$ cat src/emscal_pkg.sv
// shared widths, constants, divider handshake types and month table for the calendar unit
package emscal_pkg;

	// field widths
	localparam int EPOCH_W = 42;
	localparam int ZONE_W = 5;
	localparam int TIME_W = EPOCH_W + 1;
	localparam int ZMS_W = 27;
	localparam int YEAR_W = 12;
	localparam int MONTH_W = 4;
	localparam int MDAY_W = 5;
	localparam int WDAY_W = 3;
	localparam int HOUR_W = 5;
	localparam int MIN_W = 6;
	localparam int SEC_W = 6;
	localparam int MILLI_W = 10;
	localparam int DAYS_W = 16;
	localparam int QUAD_W = 6;
	localparam int DOY_W = 9;

	// serial divider widths
	localparam int DVD_W = EPOCH_W;
	localparam int DSR_W = 27;
	localparam int QUO_W = 17;
	localparam int CNT_W = 5;

	// zone offset register
	localparam logic signed [ZMS_W-1:0] MS_PER_HOUR = 27'sd3600000;
	localparam logic signed [ZMS_W-1:0] ZONE_RST = 27'sd3;
	localparam logic signed [ZMS_W-1:0] ZONE_MS_RST = ZMS_W'(ZONE_RST * MS_PER_HOUR);

	// first instant after the supported span, 47482 days of 86400000 ms
	localparam logic [EPOCH_W-1:0] SPAN_MS = 42'd4102444800000;

	// divisors and quotient bit counts for each division pass
	localparam logic [DSR_W-1:0] DIV_DAY = 27'd86400000;
	localparam logic [DSR_W-1:0] DIV_MILLI = 27'd1000;
	localparam logic [DSR_W-1:0] DIV_SIXTY = 27'd60;
	localparam logic [DSR_W-1:0] DIV_WEEK = 27'd7;
	localparam logic [DSR_W-1:0] DIV_QUAD = 27'd1461;
	localparam logic [CNT_W-1:0] NB_DAY = 5'd16;
	localparam logic [CNT_W-1:0] NB_MILLI = 5'd17;
	localparam logic [CNT_W-1:0] NB_SEC = 5'd11;
	localparam logic [CNT_W-1:0] NB_MIN = 5'd5;
	localparam logic [CNT_W-1:0] NB_WEEK = 5'd14;
	localparam logic [CNT_W-1:0] NB_QUAD = 5'd6;

	// year layout inside a four-year block starting at 1970
	localparam logic [YEAR_W-1:0] FIRST_YEAR = 12'd1970;
	localparam logic [10:0] QY1 = 11'd365;
	localparam logic [10:0] QY2 = 11'd730;
	localparam logic [10:0] QY3 = 11'd1096;
	localparam logic [1:0] LEAP_SLOT = 2'd2;

	// request into the serial divider
	typedef struct packed {
		logic start;
		logic [DVD_W-1:0] dividend;
		logic [DSR_W-1:0] divisor;
		logic [CNT_W-1:0] nbits;
	} div_req_t;

	// response from the serial divider
	typedef struct packed {
		logic done;
		logic [QUO_W-1:0] quo;
		logic [DSR_W-1:0] rem;
	} div_rsp_t;

	// day of year at which month idx+1 starts
	function automatic logic [DOY_W-1:0] month_start(input logic leap,
			input logic [MONTH_W-1:0] idx);
		logic [DOY_W-1:0] base;
		unique case (idx)
			4'd0: base = 9'd0;
			4'd1: base = 9'd31;
			4'd2: base = 9'd59;
			4'd3: base = 9'd90;
			4'd4: base = 9'd120;
			4'd5: base = 9'd151;
			4'd6: base = 9'd181;
			4'd7: base = 9'd212;
			4'd8: base = 9'd243;
			4'd9: base = 9'd273;
			4'd10: base = 9'd304;
			4'd11: base = 9'd334;
			4'd12: base = 9'd365;
			default: base = 9'd0;
		endcase
		return base + ((leap && idx >= 4'd2) ? 9'd1 : 9'd0);
	endfunction

endpackage

$ cat src/emscal_if.sv
// valid/ready channels carrying the input word and the result word
interface emscal_in_if import emscal_pkg::*; ();
	logic valid;
	logic ready;
	logic [EPOCH_W-1:0] epoch_millis;

	modport source (output valid, output epoch_millis, input ready);
	modport sink (input valid, input epoch_millis, output ready);
endinterface

interface emscal_out_if import emscal_pkg::*; ();
	logic valid;
	logic ready;
	logic [YEAR_W-1:0] year_out;
	logic [MONTH_W-1:0] month_out;
	logic [MDAY_W-1:0] day_of_month;
	logic [WDAY_W-1:0] weekday_out;
	logic [HOUR_W-1:0] hour_out;
	logic [MIN_W-1:0] minute_out;
	logic [SEC_W-1:0] second_out;
	logic [MILLI_W-1:0] milli_out;
	logic range_error;

	modport source (output valid, output year_out, output month_out, output day_of_month,
		output weekday_out, output hour_out, output minute_out, output second_out,
		output milli_out, output range_error, input ready);
	modport sink (input valid, input year_out, input month_out, input day_of_month,
		input weekday_out, input hour_out, input minute_out, input second_out,
		input milli_out, input range_error, output ready);
endinterface

$ cat src/emscal_div.sv
// bit-serial restoring divider, one quotient bit per cycle
module emscal_div import emscal_pkg::*; (
	input logic clk,
	input logic arst_n,
	input div_req_t req,
	output div_rsp_t rsp
);

	logic [DSR_W-1:0] rem_q;
	logic [QUO_W-1:0] num_q;
	logic [QUO_W-1:0] quo_q;
	logic [CNT_W-1:0] cnt_q;
	logic done_q;
	logic [DSR_W:0] trial;
	logic [DSR_W:0] diff;
	logic take;

	// trial subtract of the divisor from the shifted partial remainder
	assign trial = {rem_q, num_q[QUO_W-1]};
	assign diff = trial - {1'b0, req.divisor};
	assign take = trial >= {1'b0, req.divisor};

	// step counter and done pulse
	always_ff @(posedge clk or negedge arst_n) begin
		if (!arst_n) begin
			cnt_q <= '0;
			done_q <= 1'b0;
		end else begin
			done_q <= 1'b0;
			if (req.start) begin
				cnt_q <= req.nbits;
			end else if (cnt_q != '0) begin
				cnt_q <= cnt_q - CNT_W'(1);
				done_q <= (cnt_q == CNT_W'(1));
			end
		end
	end

	// remainder, dividend and quotient shift registers
	always_ff @(posedge clk) begin
		if (req.start) begin
			// upper bits are below the divisor by construction of nbits
			rem_q <= DSR_W'(req.dividend >> req.nbits);
			num_q <= req.dividend[QUO_W-1:0] << (CNT_W'(QUO_W) - req.nbits);
			quo_q <= '0;
		end else if (cnt_q != '0) begin
			rem_q <= take ? diff[DSR_W-1:0] : trial[DSR_W-1:0];
			num_q <= {num_q[QUO_W-2:0], 1'b0};
			quo_q <= {quo_q[QUO_W-2:0], take};
		end
	end

	assign rsp.done = done_q;
	assign rsp.quo = quo_q;
	assign rsp.rem = rem_q;

	// a new division only starts once the previous one has finished
	a_start_idle: assert property (@(posedge clk) disable iff (!arst_n)
		req.start |-> cnt_q == '0)
		else $error("divider started while busy");

	// remainder is fully reduced when the result is flagged
	a_rem_reduced: assert property (@(posedge clk) disable iff (!arst_n)
		rsp.done |-> rem_q < req.divisor)
		else $error("divider remainder not below divisor");

	// done pulse only after the last step
	a_done_count: assert property (@(posedge clk) disable iff (!arst_n)
		done_q |-> cnt_q == '0 && $past(cnt_q) == CNT_W'(1))
		else $error("divider done without finishing the count");

endmodule

$ cat src/emscal_month.sv
// month and day of month from day of year and leap flag
module emscal_month import emscal_pkg::*; (
	input logic [DOY_W-1:0] doy,
	input logic leap,
	output logic [MONTH_W-1:0] month,
	output logic [MDAY_W-1:0] mday
);

	logic [10:0] past;
	logic [DOY_W-1:0] base;

	// months 2 to 12 whose start is already behind the day
	always_comb begin
		for (int i = 1; i < 12; i++) begin
			past[i-1] = doy >= month_start(leap, MONTH_W'(i));
		end
	end

	// thresholds rise, so the count of passed starts picks the month
	always_comb begin
		month = MONTH_W'(1) + MONTH_W'($countones(past));
		base = month_start(leap, month - MONTH_W'(1));
		mday = MDAY_W'(doy - base + DOY_W'(1));
	end

endmodule

$ cat src/epoch_ms_to_calendar_time_unit.sv
// epoch milliseconds to calendar date and time of day, shifted by a whole-hour zone
// an accepted word is range checked; an out-of-range time goes straight to the result register,
// while an in-range time runs six serial divisions (day, milli, second, minute, weekday,
// four-year block) that share one bit-serial divider at one quotient bit per cycle
// a new word is taken only in idle, once the last one is through its passes; also while the result waits
// reset: asynchronous, active low; zone offset returns to +3 hours, channels empty
module epoch_ms_to_calendar_time_unit import emscal_pkg::*; (
	input logic clk,
	input logic arst_n,
	input logic cfg_wr_en,
	input logic signed [ZONE_W-1:0] zone_hours,
	emscal_in_if.sink in_ch,
	emscal_out_if.source out_ch
);

	typedef enum logic [3:0] {
		ST_IDLE,
		ST_CHECK,
		ST_DAY,
		ST_MILLI,
		ST_SEC,
		ST_MIN,
		ST_WEEK,
		ST_QUAD,
		ST_FINISH
	} state_t;

	state_t state_q;
	logic signed [ZMS_W-1:0] zone_ms_q;
	logic signed [TIME_W-1:0] t_q;
	logic [DAYS_W-1:0] days_q;
	logic [QUAD_W-1:0] quad_q;
	logic [1:0] yoff_q;
	logic [DOY_W-1:0] doy_q;
	logic leap_q;
	logic err_q;
	logic div_start_q;
	logic [DVD_W-1:0] div_dvd_q;
	logic [DSR_W-1:0] div_dsr_q;
	logic [CNT_W-1:0] div_n_q;
	logic [WDAY_W-1:0] wday_wk_q;
	logic [HOUR_W-1:0] hour_wk_q;
	logic [MIN_W-1:0] minute_wk_q;
	logic [SEC_W-1:0] second_wk_q;
	logic [MILLI_W-1:0] milli_wk_q;
	logic out_valid_q;
	logic [YEAR_W-1:0] year_q;
	logic [MONTH_W-1:0] month_q;
	logic [MDAY_W-1:0] mday_q;
	logic [WDAY_W-1:0] wday_q;
	logic [HOUR_W-1:0] hour_q;
	logic [MIN_W-1:0] minute_q;
	logic [SEC_W-1:0] second_q;
	logic [MILLI_W-1:0] milli_q;
	logic range_q;
	div_req_t div_req;
	div_rsp_t div_rsp;
	logic [MONTH_W-1:0] mon_w;
	logic [MDAY_W-1:0] mday_w;
	logic [10:0] qrem;

	// zone offset kept as milliseconds
	always_ff @(posedge clk or negedge arst_n) begin
		if (!arst_n) begin
			zone_ms_q <= ZONE_MS_RST;
		end else if (cfg_wr_en) begin
			zone_ms_q <= ZMS_W'(ZMS_W'(zone_hours) * MS_PER_HOUR);
		end
	end

	assign div_req.start = div_start_q;
	assign div_req.dividend = div_dvd_q;
	assign div_req.divisor = div_dsr_q;
	assign div_req.nbits = div_n_q;

	emscal_div u_div (
		.clk(clk),
		.arst_n(arst_n),
		.req(div_req),
		.rsp(div_rsp)
	);

	emscal_month u_month (
		.doy(doy_q),
		.leap(leap_q),
		.month(mon_w),
		.mday(mday_w)
	);

	assign qrem = div_rsp.rem[10:0];
	assign in_ch.ready = (state_q == ST_IDLE);

	// sequencer over the division passes, with the result register
	always_ff @(posedge clk or negedge arst_n) begin
		if (!arst_n) begin
			state_q <= ST_IDLE;
			div_start_q <= 1'b0;
			out_valid_q <= 1'b0;
		end else begin
			div_start_q <= 1'b0;
			if (out_valid_q && out_ch.ready && state_q != ST_FINISH) begin
				out_valid_q <= 1'b0;
			end
			unique case (state_q)
				ST_IDLE: begin
					if (in_ch.valid) begin
						t_q <= $signed({1'b0, in_ch.epoch_millis}) + TIME_W'(zone_ms_q);
						state_q <= ST_CHECK;
					end
				end
				ST_CHECK: begin
					if (t_q[TIME_W-1] || t_q[EPOCH_W-1:0] >= SPAN_MS) begin
						err_q <= 1'b1;
						state_q <= ST_FINISH;
					end else begin
						err_q <= 1'b0;
						div_dvd_q <= t_q[EPOCH_W-1:0];
						div_dsr_q <= DIV_DAY;
						div_n_q <= NB_DAY;
						div_start_q <= 1'b1;
						state_q <= ST_DAY;
					end
				end
				ST_DAY: begin
					if (div_rsp.done) begin
						days_q <= div_rsp.quo[DAYS_W-1:0];
						div_dvd_q <= DVD_W'(div_rsp.rem);
						div_dsr_q <= DIV_MILLI;
						div_n_q <= NB_MILLI;
						div_start_q <= 1'b1;
						state_q <= ST_MILLI;
					end
				end
				ST_MILLI: begin
					if (div_rsp.done) begin
						milli_wk_q <= div_rsp.rem[MILLI_W-1:0];
						div_dvd_q <= DVD_W'(div_rsp.quo);
						div_dsr_q <= DIV_SIXTY;
						div_n_q <= NB_SEC;
						div_start_q <= 1'b1;
						state_q <= ST_SEC;
					end
				end
				ST_SEC: begin
					if (div_rsp.done) begin
						second_wk_q <= div_rsp.rem[SEC_W-1:0];
						div_dvd_q <= DVD_W'(div_rsp.quo);
						div_dsr_q <= DIV_SIXTY;
						div_n_q <= NB_MIN;
						div_start_q <= 1'b1;
						state_q <= ST_MIN;
					end
				end
				ST_MIN: begin
					if (div_rsp.done) begin
						minute_wk_q <= div_rsp.rem[MIN_W-1:0];
						hour_wk_q <= div_rsp.quo[HOUR_W-1:0];
						// 1970-01-01 was a thursday
						div_dvd_q <= DVD_W'(days_q) + DVD_W'(3);
						div_dsr_q <= DIV_WEEK;
						div_n_q <= NB_WEEK;
						div_start_q <= 1'b1;
						state_q <= ST_WEEK;
					end
				end
				ST_WEEK: begin
					if (div_rsp.done) begin
						wday_wk_q <= div_rsp.rem[WDAY_W-1:0];
						div_dvd_q <= DVD_W'(days_q);
						div_dsr_q <= DIV_QUAD;
						div_n_q <= NB_QUAD;
						div_start_q <= 1'b1;
						state_q <= ST_QUAD;
					end
				end
				ST_QUAD: begin
					if (div_rsp.done) begin
						quad_q <= div_rsp.quo[QUAD_W-1:0];
						// year inside the block: 365, 365, 366, 365 days
						priority if (qrem < QY1) begin
							yoff_q <= 2'd0;
							doy_q <= DOY_W'(qrem);
						end else if (qrem < QY2) begin
							yoff_q <= 2'd1;
							doy_q <= DOY_W'(qrem - QY1);
						end else if (qrem < QY3) begin
							yoff_q <= LEAP_SLOT;
							doy_q <= DOY_W'(qrem - QY2);
						end else begin
							yoff_q <= 2'd3;
							doy_q <= DOY_W'(qrem - QY3);
						end
						leap_q <= (qrem >= QY2) && (qrem < QY3);
						state_q <= ST_FINISH;
					end
				end
				ST_FINISH: begin
					if (!out_valid_q || out_ch.ready) begin
						out_valid_q <= 1'b1;
						if (err_q) begin
							year_q <= '0;
							month_q <= '0;
							mday_q <= '0;
							wday_q <= '0;
							hour_q <= '0;
							minute_q <= '0;
							second_q <= '0;
							milli_q <= '0;
							range_q <= 1'b1;
						end else begin
							year_q <= FIRST_YEAR + YEAR_W'({quad_q, 2'b00}) + YEAR_W'(yoff_q);
							month_q <= mon_w;
							mday_q <= mday_w;
							wday_q <= wday_wk_q;
							hour_q <= hour_wk_q;
							minute_q <= minute_wk_q;
							second_q <= second_wk_q;
							milli_q <= milli_wk_q;
							range_q <= 1'b0;
						end
						state_q <= ST_IDLE;
					end
				end
				default: begin
					state_q <= ST_IDLE;
				end
			endcase
		end
	end

	assign out_ch.valid = out_valid_q;
	assign out_ch.year_out = year_q;
	assign out_ch.month_out = month_q;
	assign out_ch.day_of_month = mday_q;
	assign out_ch.weekday_out = wday_q;
	assign out_ch.hour_out = hour_q;
	assign out_ch.minute_out = minute_q;
	assign out_ch.second_out = second_q;
	assign out_ch.milli_out = milli_q;
	assign out_ch.range_error = range_q;

	// out-of-span word carries no date or time
	a_err_zero: assert property (@(posedge clk) disable iff (!arst_n)
		out_valid_q && range_q |-> year_q == '0 && month_q == '0 && mday_q == '0
			&& hour_q == '0 && milli_q == '0)
		else $error("range error word with nonzero fields");

	// in-span word holds a proper date
	a_date_ok: assert property (@(posedge clk) disable iff (!arst_n)
		out_valid_q && !range_q |-> month_q >= MONTH_W'(1) && month_q <= MONTH_W'(12)
			&& mday_q >= MDAY_W'(1) && year_q >= FIRST_YEAR && year_q <= YEAR_W'(2099))
		else $error("calendar fields out of range");

	// divider only kicked off from the range check or a finished pass
	a_start_src: assert property (@(posedge clk) disable iff (!arst_n)
		div_start_q |-> $past(state_q) == ST_CHECK || $past(div_rsp.done))
		else $error("divider start without a finished pass");

endmodule
$ cat src/flat_wrapper.sv
// flat-port wrapper written by rule: the top's interface ports become plain ports
module epoch_ms_to_calendar_time_unit_flat import emscal_pkg::*;
  (clk, arst_n, cfg_wr_en, zone_hours, in_ch_valid, in_ch_epoch_millis, in_ch_ready, out_ch_valid, out_ch_year_out, out_ch_month_out, out_ch_day_of_month, out_ch_weekday_out, out_ch_hour_out, out_ch_minute_out, out_ch_second_out, out_ch_milli_out, out_ch_range_error, out_ch_ready);
  emscal_in_if in_ch_i ();
  emscal_out_if out_ch_i ();
  input logic clk;
  input logic arst_n;
  input logic cfg_wr_en;
  input logic signed [ZONE_W-1:0] zone_hours;
  input wire logic [$bits(in_ch_i.valid)-1:0] in_ch_valid;
  input wire logic [$bits(in_ch_i.epoch_millis)-1:0] in_ch_epoch_millis;
  output wire logic [$bits(in_ch_i.ready)-1:0] in_ch_ready;
  output wire logic [$bits(out_ch_i.valid)-1:0] out_ch_valid;
  output wire logic [$bits(out_ch_i.year_out)-1:0] out_ch_year_out;
  output wire logic [$bits(out_ch_i.month_out)-1:0] out_ch_month_out;
  output wire logic [$bits(out_ch_i.day_of_month)-1:0] out_ch_day_of_month;
  output wire logic [$bits(out_ch_i.weekday_out)-1:0] out_ch_weekday_out;
  output wire logic [$bits(out_ch_i.hour_out)-1:0] out_ch_hour_out;
  output wire logic [$bits(out_ch_i.minute_out)-1:0] out_ch_minute_out;
  output wire logic [$bits(out_ch_i.second_out)-1:0] out_ch_second_out;
  output wire logic [$bits(out_ch_i.milli_out)-1:0] out_ch_milli_out;
  output wire logic [$bits(out_ch_i.range_error)-1:0] out_ch_range_error;
  input wire logic [$bits(out_ch_i.ready)-1:0] out_ch_ready;
  assign in_ch_i.valid = in_ch_valid;
  assign in_ch_i.epoch_millis = in_ch_epoch_millis;
  assign in_ch_ready = in_ch_i.ready;
  assign out_ch_valid = out_ch_i.valid;
  assign out_ch_year_out = out_ch_i.year_out;
  assign out_ch_month_out = out_ch_i.month_out;
  assign out_ch_day_of_month = out_ch_i.day_of_month;
  assign out_ch_weekday_out = out_ch_i.weekday_out;
  assign out_ch_hour_out = out_ch_i.hour_out;
  assign out_ch_minute_out = out_ch_i.minute_out;
  assign out_ch_second_out = out_ch_i.second_out;
  assign out_ch_milli_out = out_ch_i.milli_out;
  assign out_ch_range_error = out_ch_i.range_error;
  assign out_ch_i.ready = out_ch_ready;
  epoch_ms_to_calendar_time_unit u_core (.clk(clk), .arst_n(arst_n), .cfg_wr_en(cfg_wr_en), .zone_hours(zone_hours), .in_ch(in_ch_i), .out_ch(out_ch_i));
endmodule
$ cat config.mk
export PLATFORM = sky130hd
export DESIGN_NAME = epoch_ms_to_calendar_time_unit_flat
export DESIGN_NICKNAME = d
export VERILOG_FILES = /design/src/emscal_pkg.sv /design/src/emscal_if.sv /design/src/emscal_div.sv /design/src/emscal_month.sv /design/src/epoch_ms_to_calendar_time_unit.sv /design/src/flat_wrapper.sv
export SDC_FILE = /design/constraint.sdc
export NUM_CORES = 1
export LEC_CHECK = 0
export ABC_AREA = 1
export BUFFER_PORTS_ARGS = -buffer_cell sky130_fd_sc_hd__buf_2
export CAP_MARGIN = 30
export CORE_AREA = 5 5 254 256
export DETAILED_ROUTE_END_ITERATION = 6
export DIE_AREA = 0 0 259 261
export MAX_ROUTING_LAYER = met4
export SLEW_MARGIN = 20
export SYNTH_ARGS = -nofsm -noshare
export SYNTH_HDL_FRONTEND = slang
export SYNTH_HIERARCHICAL = 1
export SYNTH_SLANG_ARGS = --single-unit
$ cat constraint.sdc
create_clock -name clk -period 7.4 [get_ports clk]
set_input_delay 0.37 -clock clk [delete_from_list [all_inputs] [get_ports clk]]
set_output_delay 0.37 -clock clk [all_outputs]
set_load 0.01 [all_outputs]
* Word-level counts from Yosys, hierarchy flattened
Memories as Yosys holds them, arrays and structs flattened.
Cells that the tools add are included.
Widths: inputs -> output; s select.
** Storage, ports and cells
- Output and inout bits :: 54
- Input port bits :: 52
- Memories :: 1
- RAM bits :: 0
- Bits in latches :: 0
- Flip-flop bits (word level) :: 327
- Word-level logic and storage cells :: 191
- ROM bits :: 144
** Operators by class
- Divide/modulo/power cells :: 0
- Eq/ne operators :: 20
- Reductions and logical operators :: 27
- Shift-type cells :: 2
- $mul :: 1
- Add/sub/neg operators :: 35
- Bitwise logic cells :: 0
- Multiplexer cells :: 53
- Magnitude comparators :: 18
** Memory list
- (name not given) :: words 16, bits a word 9, read ports 1, clocked after Yosys merged registers in 0, write ports 0, RTL line emscal_pkg.sv:74 : unique case (idx)
** Operator list (count)
- $mux 27 :: 8
- $mux 42 :: 5
- $pmux 42 s5 :: 1
- $pmux 27 s5 :: 1
- $ge 9x9->1 :: 10
- $add 43x27->43 :: 1
- $ge 42x42->1 const B :: 1
- $shr 42x5->27 :: 1
- $mux 5 :: 8
- $add 8x9->9 const A :: 4
- $mux 4 :: 9
- $pmux 4 s9 :: 1
- $mux 17 :: 2
- $pmux 5 s6 :: 1
- $ge 28x27->1 :: 1
- $mux 9 :: 3
- $sub 27x27->27 :: 1
- $reduce_and 3->1 :: 8
- $mul 5x16->20 const B :: 1
- $add 7x9->9 const A :: 2
- $add 9x9->9 const A :: 2
- $add 16x2->17 const B :: 1
- $shl 17x5->17 :: 1
- $eq 4x3->1 const B :: 4
- 46 further kinds :: 79

* Logic depth before layout (Yosys ltp)
Gate-level depths: netlist of the first run.
- Word-level depth :: 15
- Gate-level depth with buffers :: 38
- Mapped depth without buffers :: 38

* Modules after synthesis
The synthesis of the first run kept the hierarchy.
** Modules (own cells, without submodules)
- epoch_ms_to_calendar_time_unit :: seq. area each 7178.1 um^2, instances 1, area each 13992.2 um^2, cells an instance 1574
- emscal_div :: seq. area each 1811.7 um^2, instances 1, area each 7871.3 um^2, cells an instance 1340
- emscal_month :: seq. area each 0.0 um^2, instances 1, area each 1341.3 um^2, cells an instance 206

* Worst setup path after synthesis of the first run
No wires, ideal clock.
- Path type :: register to register
- Start :: reg u_core.leap_q
- End :: reg u_core.mday_q[4], in the netlist u_core/out_ch.day_of_month[4] (data pin)
- Period minus slack after synthesis :: 6.676 ns
- Setup time :: 0.266 ns
- Required time :: 7.134 ns
- Stages on the path, launching flop included :: 36
- Arrival :: 6.410 ns
- Buffers on the path :: 0
- Setup slack :: 0.724 ns
- Cells stage by stage :: edfxtp_1 -> inv_1 -> ha_1 -> nor2_1 -> o21bai_1 -> a21oi_1 -> o31ai_1 -> fa_1 -> ha_1 -> inv_1 -> ha_1 -> fa_1 -> fa_1 -> fa_1 -> ha_1 -> inv_1 -> ha_1 -> inv_1 -> nor2_1 -> o211ai_1 -> nand2_1 -> inv_1 -> ha_1 -> inv_1 -> ha_1 -> ha_1 -> nand2_1 -> nand3_1 -> inv_1 -> nand2_1 -> nand2_1 -> inv_1 -> nand3_1 -> nand2_1 -> inv_1 -> nor2_1
** On the way
- Cells in the longest elaborated chain, start to end :: 15
- Elaborated cells on any way between the ends :: 40
- Classes of those cells :: add/sub (25); order compare (11); mux (2); reduce/logical (1); memory (1)
** RTL lines
- start: declaration :: RTL line epoch_ms_to_calendar_time_unit.sv:35 : logic leap_q;
- start signal: assignment :: RTL line epoch_ms_to_calendar_time_unit.sv:193 : leap_q <= (qrem >= QY2) && (qrem < QY3);
- $mux 1 :: RTL line emscal_pkg.sv:90 : return base + ((leap && idx >= 4'd2) ? 9'd1 : 9'd0);
- $add 6x9->9 (tied with other cells) :: RTL line emscal_pkg.sv:90
- $ge 9x9->1 :: RTL line emscal_month.sv:15 : past[i-1] = doy >= month_start(leap, MONTH_W'(i));
- $add 1x1->2 (not written as such) :: RTL line emscal_month.sv:21 : month = MONTH_W'(1) + MONTH_W'($countones(past));
- $add 2x2->3 (not written as such) :: RTL line emscal_month.sv:21
- $add 3x3->4 (not written as such) :: RTL line emscal_month.sv:21
- $add 4x4->4 (not written as such) :: RTL line emscal_month.sv:21
- $add 2x4->4 :: RTL line emscal_month.sv:21
- $sub 4x1->4 :: RTL line emscal_month.sv:22 : base = month_start(leap, month - MONTH_W'(1));
- $ge 4x2->1 :: RTL line emscal_pkg.sv:90
- $logic_and 1x1->1 :: RTL line emscal_pkg.sv:90
- $mux 1 :: RTL line emscal_pkg.sv:90
- $add 5x1->5 * :: RTL line emscal_pkg.sv:90
- $sub 5x5->5 * :: RTL line emscal_month.sv:23 : mday = MDAY_W'(doy - base + DOY_W'(1));
- $add 5x1->5 * :: RTL line emscal_month.sv:23
- via u_core.mday_w[4] :: RTL line epoch_ms_to_calendar_time_unit.sv:59 : logic [MDAY_W-1:0] mday_w;
- end signal: assignment :: RTL line epoch_ms_to_calendar_time_unit.sv:213 : mday_q <= mday_w;
- end: declaration :: RTL line epoch_ms_to_calendar_time_unit.sv:49 : logic [MDAY_W-1:0] mday_q;
The timed path passes the listed nets; every way through them passes the cells marked *.
A chain may end at the register's enable or synchronous reset.

* Worst setup path in the final report of the first run
Ends and elaborated chain as after synthesis.

==> impl_metrics.xml, run 1 <==
<?xml version="1.0" encoding="UTF-8"?>
<metrics>
  <group name="run_status">
    <metric name="outcome" unit="">complete, no violations</metric>
  </group>
  <group name="clock_tree">
    <metric name="cts-root-to-sink-buffers" unit="">3</metric>
    <metric name="root_buffer" unit="">sky130_fd_sc_hd__clkbuf_16</metric>
    <metric name="cts_tree" unit="">done</metric>
    <metric name="path_clk_slew" unit="ns">0.06</metric>
    <metric name="cts_sinks" unit="">310</metric>
    <metric name="cts-resized-gates" unit="">0</metric>
    <metric name="number_of_cts_inserted_buffers" unit="">36</metric>
    <metric name="cts_htree_levels" unit="">2</metric>
    <metric name="clk_latency_worst_skew_pair" unit="ns">0.56</metric>
  </group>
  <group name="global_route">
    <metric name="global_route_wire_length_before_repair" unit="um">100700</metric>
    <metric name="global_route.overflow_total" unit="">0</metric>
    <metric name="grt_max_degree" unit="">61</metric>
    <metric name="antenna_violations_before_repair" unit="">1</metric>
    <metric name="grt_pass1_vias" unit="">19030</metric>
    <metric name="track_usage" unit="%">19.06</metric>
  </group>
  <group name="routing">
    <metric name="initialDrtViolationCount" unit="">1473</metric>
    <metric name="tritonroute_pass_1_iters" unit="">5</metric>
    <metric name="routed-wl-met2" unit="um">30790</metric>
    <metric name="postRouteAntennaNets" unit="">0</metric>
    <metric name="maxUsedRoutingLayer" unit="">met4</metric>
    <metric name="post_drt_wl_per_cell" unit="um">15.60</metric>
    <metric name="vias_per_cell" unit="">4.920</metric>
    <metric name="num_vias" unit="">20140</metric>
    <metric name="length_of_routed_met3_wiring" unit="um">3412</metric>
    <metric name="detail_route.wirelength.met1" unit="um">27540</metric>
    <metric name="postRouteWirelength" unit="um">63850</metric>
    <metric name="drc" unit="">0</metric>
  </group>
  <group name="logic_synthesis">
    <metric name="yosys_most_used_dff" unit="">sky130_fd_sc_hd__edfxtp_1</metric>
    <metric name="synth.yosys.warnings" unit="">6</metric>
    <metric name="synth_enable_flop_cells" unit="">261</metric>
    <metric name="synth_top_area_share" unit="%">33.78</metric>
    <metric name="synth_cell_type_count" unit="">62</metric>
    <metric name="synth.ff_latch_count" unit="">310</metric>
    <metric name="synth.largest_area_cell" unit="">sky130_fd_sc_hd__edfxtp_1</metric>
    <metric name="avg_synthesized_cell_area" unit="sq um">7.437</metric>
    <metric name="synth.top_cells.by_count" unit="">sky130_fd_sc_hd__nand2_1, sky130_fd_sc_hd__inv_1, sky130_fd_sc_hd__nand3_1</metric>
    <metric name="yosys.cell_count.top_type" unit="">sky130_fd_sc_hd__nand2_1</metric>
    <metric name="async_flop_share" unit="%">10.32</metric>
    <metric name="dominant_cells_by_area_after_synthesis" unit="">sky130_fd_sc_hd__edfxtp_1, sky130_fd_sc_hd__nand2_1, sky130_fd_sc_hd__inv_1, sky130_fd_sc_hd__ha_1, sky130_fd_sc_hd__nand3_1</metric>
    <metric name="synth.cell_area" unit="sq um">23200</metric>
    <metric name="netlist_instances" unit="">3120</metric>
    <metric name="seq_area_frac_synth" unit="%">38.74</metric>
  </group>
  <group name="worst_setup_path">
    <metric name="slowest_stage" unit="">sky130_fd_sc_hd__fa_1</metric>
    <metric name="worstPathBufferInverterCount" unit="">9</metric>
    <metric name="cp.required" unit="ns">7.69</metric>
    <metric name="crit_arrival" unit="ns">7.24</metric>
    <metric name="path_max_fanout" unit="">5</metric>
    <metric name="max_stage_delay" unit="ns">0.52</metric>
    <metric name="critPathCaptureType" unit="">flip-flop</metric>
    <metric name="worstSetupPathType" unit="">flip-flop to flip-flop</metric>
    <metric name="timing.critical_path.max_delay_family" unit="">adder cells</metric>
    <metric name="setup.reg_to_reg.worst_slack" unit="ns">0.45</metric>
    <metric name="kind_of_launch_point_of_the_worst_setup_path" unit="">flip-flop</metric>
    <metric name="crit_top_cell" unit="">sky130_fd_sc_hd__inv_1</metric>
  </group>
  <group name="hold_path">
    <metric name="worstHoldPathType" unit="">input port to flip-flop</metric>
  </group>
  <group name="timing">
    <metric name="final_count_of_hold_timing_violations" unit="">0</metric>
    <metric name="rsz0062_at_grt" unit="">no</metric>
    <metric name="final-setup-viol-count" unit="">0</metric>
    <metric name="maxClockFrequency" unit="MHz">143.9</metric>
    <metric name="timing.max_slew.rel_slack" unit="%">39.87</metric>
    <metric name="finalSetupTns" unit="ns">0</metric>
    <metric name="timing.final.crit_share" unit="%">93.89</metric>
    <metric name="tightest_slew" unit="ns">0.8951</metric>
    <metric name="slew_violations" unit="">0</metric>
    <metric name="finalWorstPathRequiredPeriod" unit="ns">6.948</metric>
    <metric name="finalClockSkew" unit="ns">0.02248</metric>
  </group>
  <group name="power_and_ir_drop">
    <metric name="power.leakage" unit="nW">12.36</metric>
    <metric name="power.density" unit="nW/um^2">412.9</metric>
    <metric name="ir_drop" unit="uV">204.9</metric>
  </group>
  <group name="floorplanning">
    <metric name="design.die.area" unit="sq um">67600</metric>
    <metric name="die_height" unit="um">261</metric>
    <metric name="initial_core_util" unit="%">37.26</metric>
    <metric name="top_level_ports" unit="">106</metric>
    <metric name="core.rowCount" unit="">92</metric>
    <metric name="placeableCoreArea" unit="sq um">62270</metric>
    <metric name="die_width" unit="um">259</metric>
  </group>
  <group name="placement">
    <metric name="place_congestion" unit="">0.9528</metric>
    <metric name="dpl.hpwl" unit="um">48800</metric>
    <metric name="port_buffers" unit="">105</metric>
  </group>
  <group name="layout">
    <metric name="layout-area-overhead-vs-synth" unit="%">11.30</metric>
    <metric name="design.final.nets" unit="">3428</metric>
    <metric name="proportion_of_layout_cells_with_a_drive_suffix_above_1" unit="%">8.901</metric>
    <metric name="fill_count" unit="">6464</metric>
    <metric name="fin_util" unit="%">41.47</metric>
  </group>
  <group name="run">
    <metric name="cap_violations" unit="">0</metric>
  </group>
</metrics>
[metrics by stage]
step	hold WS (ns)	setup WS [ns]	cell area (sq um)	std cells	power, W
global route	0.01397	0.01156	25830	4094	0.01157
floorplan	0.07441	0.7241	23230	3127	0.007301
CTS	0.006261	0.2888	25790	4089	0.01069
global placement	0.4386	0.3817	24510	4016	0.008786
finish	0.03447	0.4523	25830	4094	0.01066
detailed placement	0.4424	0.3057	24510	4016	0.008807
[layout make-up]
| cell class | instances | area, sq um | share of cell area (%) |
|---|---|---|---|
| Antenna cell | 1 | 2.502 | 0.009689 |
| Clock buffer | 43 | 947.2 | 3.667 |
| Clock inverter | 23 | 261.5 | 1.013 |
| Inverter | 504 | 1894 | 7.335 |
| Multi-Input combinational cell | 2227 | 11860 | 45.92 |
| Sequential cell | 310 | 8990 | 34.81 |
| Tap cell | 846 | 1059 | 4.099 |
| Timing Repair Buffer | 140 | 813.3 | 3.149 |
[state kept, by name, indices dropped and copies added, names as in the netlist, 12 cells and up]
signal and cells:
u_core/u_div/quo_q 17, u_core/t_q 43, u_core/u_div/num_q 17, u_core/out_ch.year_out 12, u_core/u_div/rem_q 27, u_core/zone_ms_q 20, u_core/div_dvd_q 42, u_core/days_q 16
[timing repair]
action / in CTS / in global routing
buffers inserted: 0 / 2
hold endpoints to repair: 29 / 0
hold buffers: 7 / 0
endpoints found under the setup margin: 0 / 1
[cell usage in the layout (no fill, tap or decap), drive strengths merged, types with 36 or more instances in the layout]
master  instances
inv           504
nand2         992
clkbuf         43
nor2          274
edfxtp        261
nand3         293
buf           133
ha            136
nand4          36
a21oi          89
o21ai         137
[report_power, final]
group          total, W  switching, W  internal [W]
logic           0.00577       0.00394       0.00183
clock network   0.00183      0.000762       0.00107
registers       0.00306      0.000385       0.00267
total            0.0107       0.00509       0.00558
[per-layer routing]
layer	track usage, %	up-vias
met2	32.39	544
li1	-	10320
met5	-	-
met1	23.78	9178
met3	2.362	99
met4	6.345	0
[cell families after synthesis]
family	after synthesis	share of synthesized area [%]
compound gates	330	8.406
xor+xnor	50	1.887
fa+ha+maj	157	9.145
buf+inv	590	10.37
flops	310	38.74
mux	3	0.1294
other cells	1	0.01616
simple gates	1679	31.31
[final timing paths]
path / from / to / depth (start not counted)
max: u_core/leap_q / u_core/out_ch.day_of_month[4] / 35
max reg2reg: u_core/leap_q / u_core/out_ch.day_of_month[4] / 35
min reg2reg: u_core/u_div/quo_q[12] / u_core/days_q[12] / 0
max in group asynchronous: arst_n / u_core/zone_ms_q[11] / 3
min in group asynchronous: arst_n / u_core/zone_ms_q[24] / 3
min: in_ch_epoch_millis[1] / u_core/t_q[1] / 1
No activity file was read; power rests on OpenSTA's default activity.
==> run 2, diff against run 1 <==
- REMOVE_ABC_BUFFERS: not set -> 1
==> run 2 against run 1 <==
  * Flip-flop and latch count unchanged
  * Die area did not move
  * Clock skew rose by 0.014 ns
  * Clock-buffer cell count increased by 8
  * First-iteration DRC count increased by 11%
  * Final cell count is essentially flat
  * Global-route usage fell by 0.079 points
  * Largest power group unchanged
==> impl_metrics.xml, run 2 (synthesis results as in run 1) <==
<?xml version="1.0" encoding="UTF-8"?>
<metrics>
  <group name="layout">
    <metric name="mostFrequentLayoutCell" unit="">sky130_fd_sc_hd__nand2_1</metric>
    <metric name="proportion_of_layout_cells_with_a_drive_suffix_above_1" unit="%">9.110</metric>
    <metric name="registers.top_by_ff_count" unit="">u_core/t_q</metric>
    <metric name="largest_reg_flops" unit="">43</metric>
    <metric name="fill_count" unit="">6487</metric>
    <metric name="layout-area-overhead-vs-synth" unit="%">11.69</metric>
    <metric name="most-common-layout-cells" unit="">sky130_fd_sc_hd__nand2_1, sky130_fd_sc_hd__inv_1, sky130_fd_sc_hd__nand3_1, sky130_fd_sc_hd__edfxtp_1, sky130_fd_sc_hd__nor2_1</metric>
    <metric name="seq_area" unit="sq um">8990</metric>
    <metric name="design.final.nets" unit="">3429</metric>
    <metric name="reg.largest.list" unit="">u_core/t_q (43), u_core/div_dvd_q (42), u_core/u_div/rem_q (27)</metric>
    <metric name="multi_input_area" unit="sq um">11870</metric>
  </group>
  <group name="clock_tree">
    <metric name="cts-root-to-sink-buffers" unit="">3</metric>
    <metric name="cts_tree" unit="">done</metric>
    <metric name="cts_sinks" unit="">310</metric>
    <metric name="clk_latency_worst_skew_pair" unit="ns">0.57</metric>
    <metric name="cts_htree_levels" unit="">2</metric>
    <metric name="path_clk_slew" unit="ns">0.06</metric>
    <metric name="number_of_cts_inserted_buffers" unit="">38</metric>
    <metric name="root_buffer" unit="">sky130_fd_sc_hd__clkbuf_16</metric>
  </group>
  <group name="timing">
    <metric name="finalClockSkew" unit="ns">0.03608</metric>
    <metric name="slew_violations" unit="">0</metric>
    <metric name="maxClockFrequency" unit="MHz">145.9</metric>
    <metric name="finalWorstPathRequiredPeriod" unit="ns">6.856</metric>
    <metric name="final_count_of_hold_timing_violations" unit="">0</metric>
    <metric name="tightest_slew" unit="ns">0.9604</metric>
    <metric name="rsz0062_at_grt" unit="">no</metric>
    <metric name="final-setup-viol-count" unit="">0</metric>
    <metric name="finalSetupTns" unit="ns">0</metric>
    <metric name="fin_hold_ws" unit="ns">0.1186</metric>
    <metric name="timing.final.crit_share" unit="%">92.65</metric>
    <metric name="timing.max_slew.rel_slack" unit="%">35.74</metric>
  </group>
  <group name="worst_setup_path">
    <metric name="path_max_fanout" unit="">5</metric>
    <metric name="worstSetupPathType" unit="">flip-flop to flip-flop</metric>
    <metric name="kind_of_launch_point_of_the_worst_setup_path" unit="">flip-flop</metric>
    <metric name="r2r-start" unit="">u_core/leap_q</metric>
    <metric name="cp-startpoint" unit="">u_core/leap_q</metric>
    <metric name="rr_worst_depth" unit="">29</metric>
    <metric name="cp.required" unit="ns">7.68</metric>
    <metric name="critPathCaptureType" unit="">flip-flop</metric>
    <metric name="max_stage_delay" unit="ns">0.53</metric>
    <metric name="crit_arrival" unit="ns">7.14</metric>
    <metric name="slowest_stage" unit="">sky130_fd_sc_hd__fa_1</metric>
    <metric name="crit_top_cell" unit="">sky130_fd_sc_hd__ha_1</metric>
  </group>
  <group name="floorplanning">
    <metric name="top_level_ports" unit="">106</metric>
    <metric name="core.rowCount" unit="">92</metric>
    <metric name="die_height" unit="um">261</metric>
    <metric name="initial_core_util" unit="%">37.26</metric>
    <metric name="die_width" unit="um">259</metric>
    <metric name="placeableCoreArea" unit="sq um">62270</metric>
    <metric name="design.die.area" unit="sq um">67600</metric>
  </group>
  <group name="power_and_ir_drop">
    <metric name="power.leakage" unit="nW">12.41</metric>
    <metric name="power.density" unit="nW/um^2">411.6</metric>
    <metric name="ir_drop" unit="uV">166.4</metric>
  </group>
  <group name="global_route">
    <metric name="track_usage" unit="%">18.98</metric>
    <metric name="global_route.overflow_total" unit="">0</metric>
    <metric name="antenna_violations_before_repair" unit="">1</metric>
    <metric name="grt_pass1_vias" unit="">19070</metric>
    <metric name="global_route_wire_length_before_repair" unit="um">101700</metric>
    <metric name="grt_max_degree" unit="">55</metric>
  </group>
  <group name="routing">
    <metric name="num_vias" unit="">20250</metric>
    <metric name="vias_per_cell" unit="">4.943</metric>
    <metric name="initialDrtViolationCount" unit="">1640</metric>
    <metric name="drc" unit="">0</metric>
    <metric name="post_drt_wl_per_cell" unit="um">15.57</metric>
    <metric name="postRouteWirelength" unit="um">63780</metric>
    <metric name="tritonroute_pass_1_iters" unit="">6</metric>
    <metric name="postRouteAntennaNets" unit="">0</metric>
  </group>
  <group name="hold_path">
    <metric name="min_delay_path_depth" unit="">3</metric>
    <metric name="hold_path_startpoint" unit="">zone_hours[1]</metric>
    <metric name="worstHoldPathType" unit="">input port to flip-flop</metric>
  </group>
  <group name="placement">
    <metric name="port_buffers" unit="">105</metric>
    <metric name="place_congestion" unit="">0.9279</metric>
    <metric name="dpl.hpwl" unit="um">49090</metric>
  </group>
  <group name="run">
    <metric name="cap_violations" unit="">0</metric>
  </group>
  <group name="run_status">
    <metric name="outcome" unit="">complete, no violations</metric>
  </group>
</metrics>
run 2: final cells by class:
cell class,count,share of cell area [%]
Multi-Input combinational cell,2227,45.80
Sequential cell,310,34.69
Inverter,504,7.309
Clock buffer,51,4.504
Tap cell,846,4.084
Timing Repair Buffer,139,3.090
Clock inverter,18,0.5166
Antenna cell,1,0.009655
run 2: metrics by stage:
step	area, sq um	total power (W)	cells	worst slack, ns	utilization, %
detailed placement	24490	0.008749	4014	0.3493	39.33
floorplan	22720	0.007072	3041	0.6951	-
CTS	25880	0.01070	4092	0.3240	41.56
global placement	24480	0.008733	4013	0.4142	39.32
finish	25920	0.01067	4096	0.5437	41.62
global route	25920	0.01158	4096	0.001532	41.62
run 2: report_power, final:
part | switching (W) | leakage [nW] | internal (W)
registers | 0.000414 | 2.99 | 0.00268
logic | 0.00386 | 8.77 | 0.00182
clock network | 0.000767 | 0.649 | 0.00112
total | 0.00504 | 12.4 | 0.00562
run 2: routing by layer:
metal	vias to the layer above	global-route usage [%]	part of all wire, %
li1	10340	-	-
met1	9304	25.12	46
met2	515	31.50	47
met3	88	2.111	4.7
met4	0	4.737	2.2
met5	-	-	0
run 2: path summary, 6_finish.rpt:
| check | endpoint | slack [ns] |
|---|---|---|
| setup / recovery | u_core/out_ch.day_of_month[3] | 0.54 |
| hold / removal | u_core/zone_ms_q[8] | 0.12 |
| setup reg to reg | u_core/out_ch.day_of_month[3] | 0.54 |
| hold reg to reg | u_core/days_q[12] | 0.44 |
| max in group asynchronous | u_core/zone_ms_q[7] | 6.63 |
| min in group asynchronous | u_core/div_start_q | 0.40 |
run 2: worst max-delay path, delay by kind of cell, from the launching register on:
kind / cells / cell delay, ns
adder cells (fa/ha/maj): 13 / 4.61
buffers and inverters: 6 / 0.43
XOR/XNOR: 1 / 0.15
AND/OR/NAND/NOR: 6 / 0.58
AO/OA/AOI/OAI: 3 / 0.38
flip-flops: 1 / 0.43
run 2: what timing repair did:
item	in CTS	in global routing
gates resized for setup	0	3
hold buffers	9	0
buffers inserted	0	2
endpoints found under the hold margin	31	0
endpoints found under the setup margin	0	3
==> run 3, diff against run 2 <==
- CORE_AREA: 5 5 254 256 -> 5 5 246 248
- DIE_AREA: 0 0 259 261 -> 0 0 251 253
- REMOVE_ABC_BUFFERS: 1 -> not set
- SYNTH_HIERARCHICAL: 1 -> not set
==> run 3 against run 2 <==
  * Synthesized area fell by 6.1%
  * Global-route usage is 0.68 points higher
  * Utilization rose by 0.44 points
  * Highest routed layer unchanged
  * Maximum frequency is 1.5% lower
  * Sequential power about the same
  * Largest power group unchanged
==> impl_metrics.xml, run 3 <==
<?xml version="1.0" encoding="UTF-8"?>
<metrics>
  <group name="run_status">
    <metric name="outcome" unit="">complete, no violations</metric>
  </group>
  <group name="timing">
    <metric name="maxClockFrequency" unit="MHz">143.7</metric>
    <metric name="timing.max_slew.rel_slack" unit="%">41.96</metric>
    <metric name="finalSetupTns" unit="ns">0</metric>
    <metric name="timing.final.crit_share" unit="%">94.02</metric>
    <metric name="final.setup.worst_slack" unit="ns">0.4422</metric>
    <metric name="slew_violations" unit="">0</metric>
    <metric name="finalWorstPathRequiredPeriod" unit="ns">6.958</metric>
    <metric name="fin_hold_ws" unit="ns">0.01891</metric>
    <metric name="finalClockSkew" unit="ns">0.02675</metric>
    <metric name="final_count_of_hold_timing_violations" unit="">0</metric>
    <metric name="tightest_slew" unit="ns">0.8694</metric>
    <metric name="final-setup-viol-count" unit="">0</metric>
  </group>
  <group name="logic_synthesis">
    <metric name="dominant_cells_by_area_after_synthesis" unit="">sky130_fd_sc_hd__edfxtp_1, sky130_fd_sc_hd__nand2_1, sky130_fd_sc_hd__ha_1, sky130_fd_sc_hd__inv_1, sky130_fd_sc_hd__nand3_1</metric>
    <metric name="synth_top_area_share" unit="%">35.97</metric>
    <metric name="synth.ff_latch_count" unit="">310</metric>
    <metric name="yosys.cell_count.top_type" unit="">sky130_fd_sc_hd__nand2_1</metric>
    <metric name="avg_synthesized_cell_area" unit="sq um">7.705</metric>
    <metric name="netlist_instances" unit="">2828</metric>
    <metric name="synth.yosys.warnings" unit="">0</metric>
    <metric name="async_flop_share" unit="%">10.32</metric>
    <metric name="synth_cell_type_count" unit="">64</metric>
    <metric name="synth.cell_area" unit="sq um">21790</metric>
    <metric name="synth.top_cells.by_count" unit="">sky130_fd_sc_hd__nand2_1, sky130_fd_sc_hd__inv_1, sky130_fd_sc_hd__edfxtp_1</metric>
    <metric name="synth.largest_area_cell" unit="">sky130_fd_sc_hd__edfxtp_1</metric>
    <metric name="synth_enable_flop_cells" unit="">261</metric>
    <metric name="yosys_most_used_dff" unit="">sky130_fd_sc_hd__edfxtp_1</metric>
    <metric name="synth.net_count" unit="">3027</metric>
    <metric name="seq_area_frac_synth" unit="%">41.26</metric>
  </group>
  <group name="hold_path">
    <metric name="worstHoldPathType" unit="">input port to flip-flop</metric>
  </group>
  <group name="worst_setup_path">
    <metric name="worstSetupPathType" unit="">flip-flop to flip-flop</metric>
    <metric name="max_stage_delay" unit="ns">0.55</metric>
    <metric name="worstPathBufferInverterCount" unit="">9</metric>
    <metric name="crit_arrival" unit="ns">7.26</metric>
    <metric name="critPathCaptureType" unit="">flip-flop</metric>
    <metric name="cp.required" unit="ns">7.70</metric>
    <metric name="slowest_stage" unit="">sky130_fd_sc_hd__fa_1</metric>
    <metric name="timing.critical_path.max_delay_family" unit="">adder cells</metric>
    <metric name="path_max_fanout" unit="">4</metric>
    <metric name="kind_of_launch_point_of_the_worst_setup_path" unit="">flip-flop</metric>
  </group>
  <group name="floorplanning">
    <metric name="initial_core_util" unit="%">37.41</metric>
    <metric name="design.die.area" unit="sq um">63500</metric>
    <metric name="core.rowCount" unit="">89</metric>
    <metric name="top_level_ports" unit="">106</metric>
    <metric name="die_height" unit="um">253</metric>
    <metric name="placeableCoreArea" unit="sq um">58240</metric>
    <metric name="die_width" unit="um">251</metric>
  </group>
  <group name="routing">
    <metric name="drc" unit="">0</metric>
    <metric name="postRouteAntennaNets" unit="">0</metric>
    <metric name="maxUsedRoutingLayer" unit="">met4</metric>
    <metric name="initialDrtViolationCount" unit="">1438</metric>
    <metric name="post_drt_wl_per_cell" unit="um">16.64</metric>
    <metric name="num_vias" unit="">19160</metric>
    <metric name="routed-wl-met2" unit="um">30710</metric>
    <metric name="postRouteWirelength" unit="um">62100</metric>
    <metric name="vias_per_cell" unit="">5.134</metric>
    <metric name="tritonroute_pass_1_iters" unit="">5</metric>
    <metric name="detail_route.wirelength.met1" unit="um">26480</metric>
    <metric name="length_of_routed_met3_wiring" unit="um">3147</metric>
  </group>
  <group name="power_and_ir_drop">
    <metric name="power.leakage" unit="nW">11.25</metric>
    <metric name="power.density" unit="nW/um^2">407.9</metric>
    <metric name="power" unit="W">0.009990</metric>
    <metric name="ir_drop" unit="uV">231.1</metric>
  </group>
  <group name="global_route">
    <metric name="grt_pass1_vias" unit="">18470</metric>
    <metric name="grt_max_degree" unit="">53</metric>
    <metric name="global_route_wire_length_before_repair" unit="um">98330</metric>
    <metric name="global_route.overflow_total" unit="">0</metric>
    <metric name="track_usage" unit="%">19.66</metric>
    <metric name="antenna_violations_before_repair" unit="">0</metric>
  </group>
  <group name="clock_tree">
    <metric name="path_clk_slew" unit="ns">0.06</metric>
    <metric name="cts_sinks" unit="">310</metric>
    <metric name="number_of_cts_inserted_buffers" unit="">37</metric>
    <metric name="clk_latency_worst_skew_pair" unit="ns">0.56</metric>
    <metric name="cts-root-to-sink-buffers" unit="">3</metric>
    <metric name="root_buffer" unit="">sky130_fd_sc_hd__clkbuf_16</metric>
    <metric name="cts_htree_levels" unit="">2</metric>
    <metric name="cts_tree" unit="">done</metric>
  </group>
  <group name="layout">
    <metric name="reg.largest.list" unit="">u_core.t_q (43), u_core.div_dvd_q (42), u_core.u_div.rem_q (27)</metric>
    <metric name="multi_input_area" unit="sq um">11040</metric>
    <metric name="registers.top_by_ff_count" unit="">u_core.t_q</metric>
    <metric name="final_cell_count_no_fill" unit="">3732</metric>
    <metric name="layout-area-overhead-vs-synth" unit="%">12.40</metric>
    <metric name="antenna-diode-count" unit="">0</metric>
    <metric name="most-common-layout-cells" unit="">sky130_fd_sc_hd__nand2_1, sky130_fd_sc_hd__inv_1, sky130_fd_sc_hd__edfxtp_1, sky130_fd_sc_hd__nor2_1, sky130_fd_sc_hd__nand3_1</metric>
    <metric name="proportion_of_layout_cells_with_a_drive_suffix_above_1" unit="%">9.564</metric>
    <metric name="fill_count" unit="">5970</metric>
    <metric name="mostFrequentLayoutCell" unit="">sky130_fd_sc_hd__nand2_1</metric>
    <metric name="design.final.nets" unit="">3131</metric>
    <metric name="seq_area" unit="sq um">8990</metric>
    <metric name="largest_reg_flops" unit="">43</metric>
  </group>
  <group name="run">
    <metric name="cap_violations" unit="">0</metric>
  </group>
  <group name="placement">
    <metric name="port_buffers" unit="">105</metric>
    <metric name="dp_cells" unit="">3658</metric>
    <metric name="detailedPlace.worstSlack" unit="ns">-0.05795</metric>
    <metric name="place_congestion" unit="">0.9470</metric>
    <metric name="dpl.hpwl" unit="um">48200</metric>
  </group>
</metrics>
## run 3: cell count changes after synthesis, sizes merged, moves of 7 or more
cell / change
a22o: -8
a21oi: +33
o21bai: +8
nand3b: -25
inv: -111
ha: -10
nor3: +7
buf: -15
nand2: -163
nor2: -23
o21ai: +27
o22ai: +9
nand3: -52
## run 3: layer usage
layer  global-route usage [%]  up-vias
met4                    5.692        0
met3                    2.578       98
met5                        -        -
met2                    33.61      487
li1                         -     9623
met1                    24.59     8953
## run 3: logic make-up after synthesis
logic type | after synthesis | synth area share, %
compound gates | 416 | 11.11
buf+inv | 465 | 8.395
flops | 310 | 41.26
fa+ha+maj | 147 | 9.164
simple gates | 1430 | 27.60
xor+xnor | 56 | 2.285
mux | 4 | 0.1838
## run 3: final timing paths
kind	from	end	slack [ns]	depth (start not counted)
hold reg to reg	u_core.u_div.quo_q[8]	u_core.days_q[8]	0.47	0
setup reg to reg	u_core.doy_q[0]	u_core.out_ch.day_of_month[4]	0.44	37
max in group asynchronous	arst_n	u_core.zone_ms_q[7]	6.63	3
hold / removal	in_ch_epoch_millis[6]	u_core.t_q[6]	0.02	1
setup / recovery	u_core.doy_q[0]	u_core.out_ch.day_of_month[4]	0.44	37
min in group asynchronous	arst_n	u_core.u_div.cnt_q[3]	0.40	3
## run 3: worst reg2reg max path, delay by kind of cell (launching register included)
| kind | cells | cell delay, ns |
|---|---|---|
| buffers and inverters | 9 | 0.61 |
| DFF | 1 | 0.45 |
| xor gates and xnor gates | 2 | 0.42 |
| adders and majority gates | 11 | 3.59 |
| and+or+nand+nor | 11 | 1.03 |
| AOI/OAI and AO/OA | 4 | 0.60 |
## run 3: area by class of cell
cell class | instances | share of cell area (%)
Tap cell | 773 | 3.949
Timing Repair Buffer | 138 | 3.213
Multi-Input combinational cell | 2053 | 45.09
Sequential cell | 310 | 36.71
Inverter | 392 | 6.008
Clock buffer | 46 | 4.209
Clock inverter | 20 | 0.8225
## run 3: per-stage QoR
| stage | cell area [sq um] | util (%) |
|---|---|---|
| 2_1_floorplan | 21790 | - |
| 6_report | 24490 | 42.05 |
| 4_1_cts | 24420 | 41.94 |
| 3_3_place_gp | 23130 | 39.71 |
| 3_5_place_dp | 23140 | 39.73 |
| 5_1_grt | 24490 | 42.05 |
## run 3: where the power goes
| group | total [W] | switching [W] | internal, W |
|---|---|---|---|
| logic | 0.00510 | 0.00347 | 0.00163 |
| clock network | 0.00183 | 0.000734 | 0.00110 |
| registers | 0.00306 | 0.000422 | 0.00264 |
## run 3: what timing repair did
action                                 CTS  global route
resized for setup                        2            11
hold buffers                             4             0
gates cloned                             0             0
endpoints found under the hold margin   26             0
pin swaps                                0             5
buffers inserted                         0             3
setup endpoints to repair                1             3
